[config.mk]
export PLATFORM = sky130hd
export DESIGN_NAME = edf_preemptive_scheduler_flat
export DESIGN_NICKNAME = d
export VERILOG_FILES = /design/src/sv/edfs_pkg.sv /design/src/sv/edfs_if.sv /design/src/sv/edfs_cell.sv /design/src/sv/edf_preemptive_scheduler.sv /design/src/flat_wrapper.sv
export SDC_FILE = /design/constraint.sdc
export NUM_CORES = 2
export LEC_CHECK = 0
export BUFFER_PORTS_ARGS = -buffer_cell sky130_fd_sc_hd__buf_2
export CORE_MARGIN = 4
export CORE_UTILIZATION = 35
export DETAILED_ROUTE_END_ITERATION = 12
export HOLD_SLACK_MARGIN = 0.08
export MAX_ROUTING_LAYER = met4
export PLACE_DENSITY = 0.57
export SLEW_MARGIN = 10
export SYNTH_ARGS = -nofsm -noshare
export SYNTH_HDL_FRONTEND = slang
export SYNTH_SLANG_ARGS = --single-unit
[constraint.sdc]
create_clock -name clk -period 4.89 [get_ports clk]
set_input_delay 0.489 -clock clk [delete_from_list [all_inputs] [get_ports clk]]
set_output_delay 0.489 -clock clk [all_outputs]
set_load 0.01 [all_outputs]
[src/sv/edfs_pkg.sv]
`default_nettype none
// ----------------------------------------------------------------------------
// edfs_pkg
// Shared constants and types for the earliest-deadline-first scheduler.
// ----------------------------------------------------------------------------
package edfs_pkg;

  localparam int MAX_TASKS = 16;
  localparam int IDX_W     = (MAX_TASKS > 1) ? $clog2(MAX_TASKS) : 1;
  localparam int CNT_W     = $clog2(MAX_TASKS + 1);
  localparam int TIME_W    = 16;
  localparam int TASK_W    = 5;

  localparam logic [TIME_W-1:0] TIME_MAX = {TIME_W{1'b1}};

  // Best candidate handed from cell to cell during a scan
  typedef struct packed {
    logic              vld;
    logic [IDX_W-1:0]  idx;
    logic [TIME_W-1:0] dl;
    logic              last;   // candidate has one unit of work left
  } cand_t;

endpackage

`default_nettype wire

[src/sv/edfs_if.sv]
`default_nettype none
// ----------------------------------------------------------------------------
// edfs_in_if / edfs_out_if
// Valid/ready channels for task and tick beats and for result beats.
// ----------------------------------------------------------------------------
interface edfs_in_if;
  logic                       valid;
  logic                       ready;
  logic                       kind;
  logic [edfs_pkg::TIME_W-1:0] arrival_time;
  logic [edfs_pkg::TIME_W-1:0] burst_length;
  logic [edfs_pkg::TIME_W-1:0] deadline_time;

  modport source (output valid, kind, arrival_time, burst_length, deadline_time,
                  input ready);
  modport sink   (input valid, kind, arrival_time, burst_length, deadline_time,
                  output ready);
endinterface

interface edfs_out_if;
  logic                        valid;
  logic                        ready;
  logic [edfs_pkg::TASK_W-1:0] running_task;
  logic [edfs_pkg::TIME_W-1:0] slot_start;
  logic                        task_finished;
  logic                        deadline_missed;
  logic                        all_done;
  logic                        load_rejected;

  modport source (output valid, running_task, slot_start, task_finished,
                  deadline_missed, all_done, load_rejected, input ready);
  modport sink   (input valid, running_task, slot_start, task_finished,
                  deadline_missed, all_done, load_rejected, output ready);
endinterface

`default_nettype wire

[src/sv/edfs_cell.sv]
`default_nettype none
// ----------------------------------------------------------------------------
// edfs_cell
// One task table entry; compares its task with the incoming candidate and
// hands the better one to the next cell.
// ----------------------------------------------------------------------------
module edfs_cell (
  input  wire logic                        clk,
  input  wire logic                        rst_n,
  input  wire logic [edfs_pkg::IDX_W-1:0]  my_idx,
  input  wire logic                        loaded,
  input  wire logic [edfs_pkg::TIME_W-1:0] cur_time,
  input  wire logic                        wr,
  input  wire logic [edfs_pkg::TIME_W-1:0] wr_arrival,
  input  wire logic [edfs_pkg::TIME_W-1:0] wr_burst,
  input  wire logic [edfs_pkg::TIME_W-1:0] wr_deadline,
  input  wire logic                        dec,
  input  wire edfs_pkg::cand_t             cand_in,
  output edfs_pkg::cand_t                  cand_out
);

  logic [edfs_pkg::TIME_W-1:0] arr_r;
  logic [edfs_pkg::TIME_W-1:0] dl_r;
  logic [edfs_pkg::TIME_W-1:0] rem_r;
  edfs_pkg::cand_t             cand_r;
  edfs_pkg::cand_t             cand_nxt;
  logic                        elig;
  logic                        take;

  assign elig = loaded && (rem_r != '0) && (arr_r <= cur_time);
  assign take = elig && (!cand_in.vld || (dl_r < cand_in.dl));

  always_comb begin
    cand_nxt = cand_in;
    if (take) begin
      cand_nxt.vld  = 1'b1;
      cand_nxt.idx  = my_idx;
      cand_nxt.dl   = dl_r;
      cand_nxt.last = (rem_r == edfs_pkg::TIME_W'(1));
    end
  end

  always_ff @(posedge clk) begin
    if (!rst_n) begin
      cand_r.vld <= 1'b0;
    end else begin
      cand_r.vld <= cand_nxt.vld;
    end
    cand_r.idx  <= cand_nxt.idx;
    cand_r.dl   <= cand_nxt.dl;
    cand_r.last <= cand_nxt.last;
  end

  // Table entry: write on load, count down when this task runs
  always_ff @(posedge clk) begin
    if (wr) begin
      arr_r <= wr_arrival;
      dl_r  <= wr_deadline;
      rem_r <= wr_burst;
    end else if (dec) begin
      rem_r <= rem_r - edfs_pkg::TIME_W'(1);
    end
  end

  assign cand_out = cand_r;

endmodule

`default_nettype wire

[src/sv/edf_preemptive_scheduler.sv]
`default_nettype none
// ----------------------------------------------------------------------------
// edf_preemptive_scheduler
// Preemptive earliest-deadline-first scheduler over a row of task cells.
// ----------------------------------------------------------------------------
// Usage:
//   in_ch carries one beat per item. kind 0 loads a task (arrival, burst,
//   deadline) into the next free cell; tasks are numbered 1.. in load order.
//   kind 1 is a tick: the eligible task with the earliest deadline (lowest
//   number on a tie) runs one unit and time advances by one, saturating.
//   out_ch returns exactly one result beat per input beat, in order.
// Flow:
//   A load's result is registered at the accepting edge and is valid in the
//   next cycle; one load per cycle while the output register is free.
//   A tick sweeps a candidate through the MAX_TASKS cells, one cell per
//   cycle, then applies the winner and registers its result; no new item is
//   taken until the winner is applied. The length of the cell row sets how
//   long a tick takes.
// Reset:
//   Clears time, the loaded and finished counts and the control state. Cell
//   contents are not cleared; cells beyond the loaded count are never used.
// Stall:
//   A result waits in the output register while out_ch.ready is low; the
//   block holds the next item (in_ch.ready low) until the result is taken.
// ----------------------------------------------------------------------------
module edf_preemptive_scheduler (
  input  wire logic  clk,
  input  wire logic  rst_n,
  edfs_in_if.sink    in_ch,
  edfs_out_if.source out_ch
);

  localparam int N = edfs_pkg::MAX_TASKS;

  localparam logic [1:0] ST_IDLE  = 2'd0;
  localparam logic [1:0] ST_SCAN  = 2'd1;
  localparam logic [1:0] ST_APPLY = 2'd2;

  logic [1:0]                  st_r, st_nxt;
  logic [edfs_pkg::IDX_W-1:0]  cnt_r, cnt_nxt;
  logic [edfs_pkg::TIME_W-1:0] time_r, time_nxt;
  logic [edfs_pkg::CNT_W-1:0]  loaded_r, loaded_nxt;
  logic [edfs_pkg::CNT_W-1:0]  fin_r, fin_nxt;

  logic                        out_vld_r, out_vld_nxt;
  logic [edfs_pkg::TASK_W-1:0] out_task_r, out_task_nxt;
  logic [edfs_pkg::TIME_W-1:0] out_start_r, out_start_nxt;
  logic                        out_fin_r, out_fin_nxt;
  logic                        out_miss_r, out_miss_nxt;
  logic                        out_done_r, out_done_nxt;
  logic                        out_rej_r, out_rej_nxt;

  logic out_free;
  logic in_go;
  logic load_go;
  logic table_full;
  logic apply_go;

  edfs_pkg::cand_t            cand_w [0:N];
  edfs_pkg::cand_t            sel;
  logic [edfs_pkg::IDX_W:0]   run_num;
  logic [edfs_pkg::TIME_W:0]  finish_time;
  logic [N-1:0]               wr_sel;
  logic [N-1:0]               dec_sel;
  logic [N-1:0]               loaded_vec;

  // Output slot is free when empty or being drained this cycle
  assign out_free   = !out_vld_r || out_ch.ready;
  assign in_ch.ready = (st_r == ST_IDLE) && out_free;
  assign in_go      = in_ch.valid && in_ch.ready;
  assign load_go    = in_go && !in_ch.kind;
  assign table_full = (loaded_r >= edfs_pkg::CNT_W'(N));
  assign apply_go   = (st_r == ST_APPLY) && out_free;

  // Winner leaves the last cell
  assign sel         = cand_w[N];
  assign run_num     = {1'b0, sel.idx} + (edfs_pkg::IDX_W + 1)'(1);
  assign finish_time = {1'b0, time_r} + (edfs_pkg::TIME_W + 1)'(1);

  assign cand_w[0] = '0;

  // Row of task cells
  for (genvar i = 0; i < N; i++) begin : g_cell
    assign loaded_vec[i] = (edfs_pkg::CNT_W'(i) < loaded_r);
    assign wr_sel[i]     = load_go && !table_full &&
                           (loaded_r[edfs_pkg::IDX_W-1:0] == edfs_pkg::IDX_W'(i));
    assign dec_sel[i]    = apply_go && sel.vld && (sel.idx == edfs_pkg::IDX_W'(i));

    edfs_cell u_cell (
      .clk         (clk),
      .rst_n       (rst_n),
      .my_idx      (edfs_pkg::IDX_W'(i)),
      .loaded      (loaded_vec[i]),
      .cur_time    (time_r),
      .wr          (wr_sel[i]),
      .wr_arrival  (in_ch.arrival_time),
      .wr_burst    (in_ch.burst_length),
      .wr_deadline (in_ch.deadline_time),
      .dec         (dec_sel[i]),
      .cand_in     (cand_w[i]),
      .cand_out    (cand_w[i+1])
    );
  end

  always_comb begin
    st_nxt        = st_r;
    cnt_nxt       = cnt_r;
    time_nxt      = time_r;
    loaded_nxt    = loaded_r;
    fin_nxt       = fin_r;
    out_vld_nxt   = out_vld_r && !out_ch.ready;
    out_task_nxt  = out_task_r;
    out_start_nxt = out_start_r;
    out_fin_nxt   = out_fin_r;
    out_miss_nxt  = out_miss_r;
    out_done_nxt  = out_done_r;
    out_rej_nxt   = out_rej_r;

    unique case (st_r)
      ST_IDLE: begin
        if (in_go) begin
          if (in_ch.kind) begin
            // Tick: start the sweep through the cells
            st_nxt  = ST_SCAN;
            cnt_nxt = '0;
          end else begin
            // Load: append to the table unless full, answer at once
            if (!table_full) begin
              loaded_nxt = loaded_r + edfs_pkg::CNT_W'(1);
              if (in_ch.burst_length == '0) begin
                fin_nxt = fin_r + edfs_pkg::CNT_W'(1);
              end
            end
            out_vld_nxt   = 1'b1;
            out_task_nxt  = '0;
            out_start_nxt = time_r;
            out_fin_nxt   = 1'b0;
            out_miss_nxt  = 1'b0;
            out_rej_nxt   = table_full;
            out_done_nxt  = (fin_nxt == loaded_nxt);
          end
        end
      end
      ST_SCAN: begin
        // Step the counter while the candidate travels to the end of the row
        cnt_nxt = cnt_r + edfs_pkg::IDX_W'(1);
        if (cnt_r == edfs_pkg::IDX_W'(N - 1)) begin
          st_nxt = ST_APPLY;
        end
      end
      ST_APPLY: begin
        if (out_free) begin
          st_nxt = ST_IDLE;
          if (sel.vld && sel.last) begin
            fin_nxt = fin_r + edfs_pkg::CNT_W'(1);
          end
          if (time_r != edfs_pkg::TIME_MAX) begin
            time_nxt = time_r + edfs_pkg::TIME_W'(1);
          end
          out_vld_nxt   = 1'b1;
          out_task_nxt  = sel.vld ? edfs_pkg::TASK_W'(run_num) : '0;
          out_start_nxt = time_r;
          out_fin_nxt   = sel.vld && sel.last;
          out_miss_nxt  = sel.vld && sel.last && (finish_time > {1'b0, sel.dl});
          out_rej_nxt   = 1'b0;
          out_done_nxt  = (fin_nxt == loaded_r);
        end
      end
      default: begin
        st_nxt = ST_IDLE;
      end
    endcase
  end

  always_ff @(posedge clk) begin
    if (!rst_n) begin
      st_r      <= ST_IDLE;
      cnt_r     <= '0;
      time_r    <= '0;
      loaded_r  <= '0;
      fin_r     <= '0;
      out_vld_r <= 1'b0;
    end else begin
      st_r      <= st_nxt;
      cnt_r     <= cnt_nxt;
      time_r    <= time_nxt;
      loaded_r  <= loaded_nxt;
      fin_r     <= fin_nxt;
      out_vld_r <= out_vld_nxt;
    end
    out_task_r  <= out_task_nxt;
    out_start_r <= out_start_nxt;
    out_fin_r   <= out_fin_nxt;
    out_miss_r  <= out_miss_nxt;
    out_done_r  <= out_done_nxt;
    out_rej_r   <= out_rej_nxt;
  end

  assign out_ch.valid           = out_vld_r;
  assign out_ch.running_task    = out_task_r;
  assign out_ch.slot_start      = out_start_r;
  assign out_ch.task_finished   = out_fin_r;
  assign out_ch.deadline_missed = out_miss_r;
  assign out_ch.all_done        = out_done_r;
  assign out_ch.load_rejected   = out_rej_r;

  // Checks
  a_fin_le_loaded: assert property (@(posedge clk) disable iff (!rst_n)
    fin_r <= loaded_r)
    else $error("finished count exceeds loaded count");

  a_loaded_le_max: assert property (@(posedge clk) disable iff (!rst_n)
    loaded_r <= edfs_pkg::CNT_W'(N))
    else $error("loaded count exceeds table size");

  a_finish_has_task: assert property (@(posedge clk) disable iff (!rst_n)
    (out_ch.valid && out_ch.task_finished) |-> (out_ch.running_task != '0))
    else $error("finish reported on an idle slot");

  a_scan_flow: assert property (@(posedge clk) disable iff (!rst_n)
    (st_r == ST_SCAN) |=> ((st_r == ST_SCAN) || (st_r == ST_APPLY)))
    else $error("scan left without applying a winner");

  a_tick_time: assert property (@(posedge clk) disable iff (!rst_n)
    (apply_go && (time_r != edfs_pkg::TIME_MAX)) |=> (time_r == $past(time_r) + 16'd1))
    else $error("time did not advance on a tick");

endmodule

`default_nettype wire

[src/flat_wrapper.sv]
// flat-port wrapper written by rule: the top's interface ports become plain ports
module edf_preemptive_scheduler_flat 
  (clk, rst_n, in_ch_valid, in_ch_kind, in_ch_arrival_time, in_ch_burst_length, in_ch_deadline_time, in_ch_ready, out_ch_valid, out_ch_running_task, out_ch_slot_start, out_ch_task_finished, out_ch_deadline_missed, out_ch_all_done, out_ch_load_rejected, out_ch_ready);
  edfs_in_if in_ch_i ();
  edfs_out_if out_ch_i ();
  input  wire logic clk;
  input  wire logic rst_n;
  input wire logic [$bits(in_ch_i.valid)-1:0] in_ch_valid;
  input wire logic [$bits(in_ch_i.kind)-1:0] in_ch_kind;
  input wire logic [$bits(in_ch_i.arrival_time)-1:0] in_ch_arrival_time;
  input wire logic [$bits(in_ch_i.burst_length)-1:0] in_ch_burst_length;
  input wire logic [$bits(in_ch_i.deadline_time)-1:0] in_ch_deadline_time;
  output wire logic [$bits(in_ch_i.ready)-1:0] in_ch_ready;
  output wire logic [$bits(out_ch_i.valid)-1:0] out_ch_valid;
  output wire logic [$bits(out_ch_i.running_task)-1:0] out_ch_running_task;
  output wire logic [$bits(out_ch_i.slot_start)-1:0] out_ch_slot_start;
  output wire logic [$bits(out_ch_i.task_finished)-1:0] out_ch_task_finished;
  output wire logic [$bits(out_ch_i.deadline_missed)-1:0] out_ch_deadline_missed;
  output wire logic [$bits(out_ch_i.all_done)-1:0] out_ch_all_done;
  output wire logic [$bits(out_ch_i.load_rejected)-1:0] out_ch_load_rejected;
  input wire logic [$bits(out_ch_i.ready)-1:0] out_ch_ready;
  assign in_ch_i.valid = in_ch_valid;
  assign in_ch_i.kind = in_ch_kind;
  assign in_ch_i.arrival_time = in_ch_arrival_time;
  assign in_ch_i.burst_length = in_ch_burst_length;
  assign in_ch_i.deadline_time = in_ch_deadline_time;
  assign in_ch_ready = in_ch_i.ready;
  assign out_ch_valid = out_ch_i.valid;
  assign out_ch_running_task = out_ch_i.running_task;
  assign out_ch_slot_start = out_ch_i.slot_start;
  assign out_ch_task_finished = out_ch_i.task_finished;
  assign out_ch_deadline_missed = out_ch_i.deadline_missed;
  assign out_ch_all_done = out_ch_i.all_done;
  assign out_ch_load_rejected = out_ch_i.load_rejected;
  assign out_ch_i.ready = out_ch_ready;
  edf_preemptive_scheduler u_core (.clk(clk), .rst_n(rst_n), .in_ch(in_ch_i), .out_ch(out_ch_i));
endmodule
==> impl_results.md <==
- Status: completed
- Avg WL per Cell: 21.1 um
- Max-slew headroom: 30.7%
- Detailed Place HPWL: 100 mm
- Sequential area share after synthesis: 56.4%
- Vias in the first global route: 35,200
- CTS root buf: clkbuf_16
- Worst-path clk slew: 0.06 ns
- CTS tree: built
- Area leader, netlist: edfxtp_1
- Clock skew: 0.0335 ns
- Hold depth: 3
- Commonest cells post-synth: 793 x edfxtp_1, 540 x ha_1, 422 x a21oi_1
- Core Util, Final: 40.1%
- Syn_area_per_cell: 11.8 um^2
- Core Box Area: 0.157 mm^2
- Synth Warn #: 0
- Top cells by area, synth: edfxtp_1 43%, dfxtp_1 13%, ha_1 12%
- Crit Path Class: reg2reg
- Synthesized Nets: 5,282
- Die W: 406 um
- First DRT Iteration DRCs: 2,943
- Ys flop type: edfxtp_1
- Critical path arrival: 4.66 ns
- DRT Wirelength: 148 mm
- Share of synthesized registers carrying an async set or reset: 0%
- Row Count: 145
- FF-to-FF path depth: 9
- Total power draw: 21.2 mW
- Routed Antenna Nets: 0
- Most common cell in the synthesized netlist: edfxtp_1
- RSZ-0062 raised after global routing: no
- Share of cells above drive strength 1: 13.3%
- Design area: 0.0628 mm^2
- CP Data Required Time: 5.52 ns
- Crit path capture type: flip-flop
- Hold_sp: in_ch_valid
- Max Slew Vio Count: 0
- Num Clock Sinks: 1,163
- Residual DRC count: 0
- Top cell type's share of synthesized area: 43.0%
- Total global routing overflow: 0
- Via count: 36,200
- Setup crit start kind: flip-flop
- Multi-input logic area: 0.0223 mm^2
- Count of cells resized by post-cts repair: 0
- Storage cell area: 0.0312 mm^2
- Cell Pwr Density: 338 mW/mm^2
- Initial antenna violation count: 17
- Post-synth EDFFs: 793
- Min-Delay Endpoint: u_core.st_r[0]
- Final min period: 4.03 ns
- Number of synthesized register bits: 1,163
- Period utilization: 82.4%
- IO Port Bufs: 79
- Vias per inst: 5.16
- Fmax: 248 MHz
- TNS Setup: 0 ns
- Synth-to-layout area growth: 13.5%
- Number of failing hold endpoints at the final stage: 0
- Clock Latency Late Sink: 0.75 ns
- DRT Pass-1 Iters: 6
- Die H: 406 um
- Fill count: 15,000
- Clock Path Buffers: 3
- Tot GR Track Use: 18.3%
- Placed Area: 0.0585 mm^2
- Largest net degree at the start of global routing: 49
- Post-Syn Instances: 4,689
- CP max FO: 21
- Endpoints failing setup: 0
- Worst reg2reg setup slack: 0.86 ns
- Start of the worst register-to-register path: u_core.time_r[7]
- Initial core utilization: 35.3%
- Die footprint: 0.165 mm^2
- CTS hold repair buffers: 0
- Min-Delay Path Class: in2reg
- Tightest Pin Transition: 1.04 ns
- Setup Fix Bufs, Post-CTS: 0
- I/O Pins: 80
- Reg-to-reg endpoint: u_core.g_cell[8].u_cell.cand_out[16]
- Number of max-cap violations: 0
- CTS Buf Count: 130
- Maximum vdd drop: 0.340 mV
- First-pass GRT wire length: 220 mm
- Nets: 5,441
- GPL Wtd Cong: 0.859
- Synth unique cells: 75
- H-tree levels: 4
- Static leakage: 23.3 nW
- Hold Slack: 0.187 ns
- Mapped Area: 0.0554 mm^2
-- area by class of cell --
class / count / share of cell area (%)
Timing Repair Buffer: 163 / 1.65
Multi-Input combinational cell: 3033 / 35.5
Clock buffer: 185 / 6.02
Tap cell: 2058 / 4.10
Clock inverter: 53 / 0.869
Inverter: 357 / 2.13
Sequential cell: 1163 / 49.7
Antenna cell: 9 / 0.0359
-- kinds of logic (layout without fill, tap and decap cells) --
family / after synthesis / in the layout / synth area share, %
mux: 248 / 248 / 5.04
buf+inv: 493 / 758 / 3.47
simple gates: 1243 / 1243 / 11.0
flops: 1163 / 1163 / 56.4
xor+xnor: 253 / 253 / 4.00
other cells: 0 / 9 / 0
fa+ha+maj: 540 / 540 / 12.2
compound gates: 749 / 749 / 7.90
-- worst max-delay path by stage --
stage	slack, ns	from	endpoint	depth (start not counted)
final	0.86	u_core.time_r[7]	u_core.g_cell[8].u_cell.cand_out[16]	9
after global routing	0.68	u_core.time_r[7]	u_core.g_cell[8].u_cell.cand_out[1]	9
after CTS	0.80	u_core.time_r[1]	u_core.g_cell[8].u_cell.cand_out[4]	10
after detailed placement	0.83	u_core.time_r[1]	u_core.g_cell[8].u_cell.cand_out[4]	10
after global placement	0.92	u_core.time_r[1]	u_core.g_cell[8].u_cell.cand_out[9]	10
after floorplan	1.51	u_core.time_r[0]	u_core.out_ch.deadline_missed	11
-- worst max-delay path, stage by stage, from the launching register on --
cell      delay [ns]
dfxtp_1         0.48
inv_1           0.29
buf_4           0.30
ha_1            0.34
nand4_1         0.18
a2111o_1        0.42
o211a_1         0.13
o21ai_0         0.50
a21o_1          0.80
mux2_2          0.43
-- power by group --
part / total [mW] / internal, mW / switching (mW)
combinational: 0.632 / 0.196 / 0.435
clock: 9.90 / 5.84 / 4.06
sequential: 10.7 / 10.6 / 0.0741
-- sequential cells by signal, summed over array words and instances, names as in the netlist --
name / flops
u_core.cnt_r: 4
u_core.st_r: 2
u_core.out_ch.deadline_missed: 1
u_core.fin_r: 5
u_core.g_cell.u_cell.cand_out: 337
u_core.out_ch.running_task: 5
u_core.g_cell.u_cell.arr_r: 256
u_core.loaded_r: 5
u_core.out_ch.slot_start: 16
u_core.out_ch.load_rejected: 1
u_core.out_ch.valid: 1
u_core.g_cell.u_cell.rem_r: 256
u_core.time_r: 16
u_core.out_ch.task_finished: 1
u_core.out_ch.all_done: 1
u_core.g_cell.u_cell.dl_r: 256
-- cells in the final DEF (no fill, tap or decap), types with 100 or more instances in the layout --
master     instances
a21oi_1          417
clkbuf_16        139
dfxtp_1          370
edfxtp_1         793
ha_1             540
inv_1            356
mux2_2           233
nand2_1          223
nand4_1          100
nor2_1           420
o21ai_0          106
xnor2_1          181
-- layer usage --
metal	part of all wire, %	vias to the layer above	GRT usage (%)
li1	-	17400	-
met1	47	17800	25.0
met2	46	863	28.7
met3	5.0	186	2.55
met4	2.1	0	4.66
met5	0	-	-
-- through the flow --
step                cells  setup WS, ns
floorplan            4689          1.51
global placement     6774         0.915
detailed placement   6774         0.827
CTS                  7012         0.803
global route         7020         0.677
finish               7021         0.860
(Power assumes the default switching activity.)
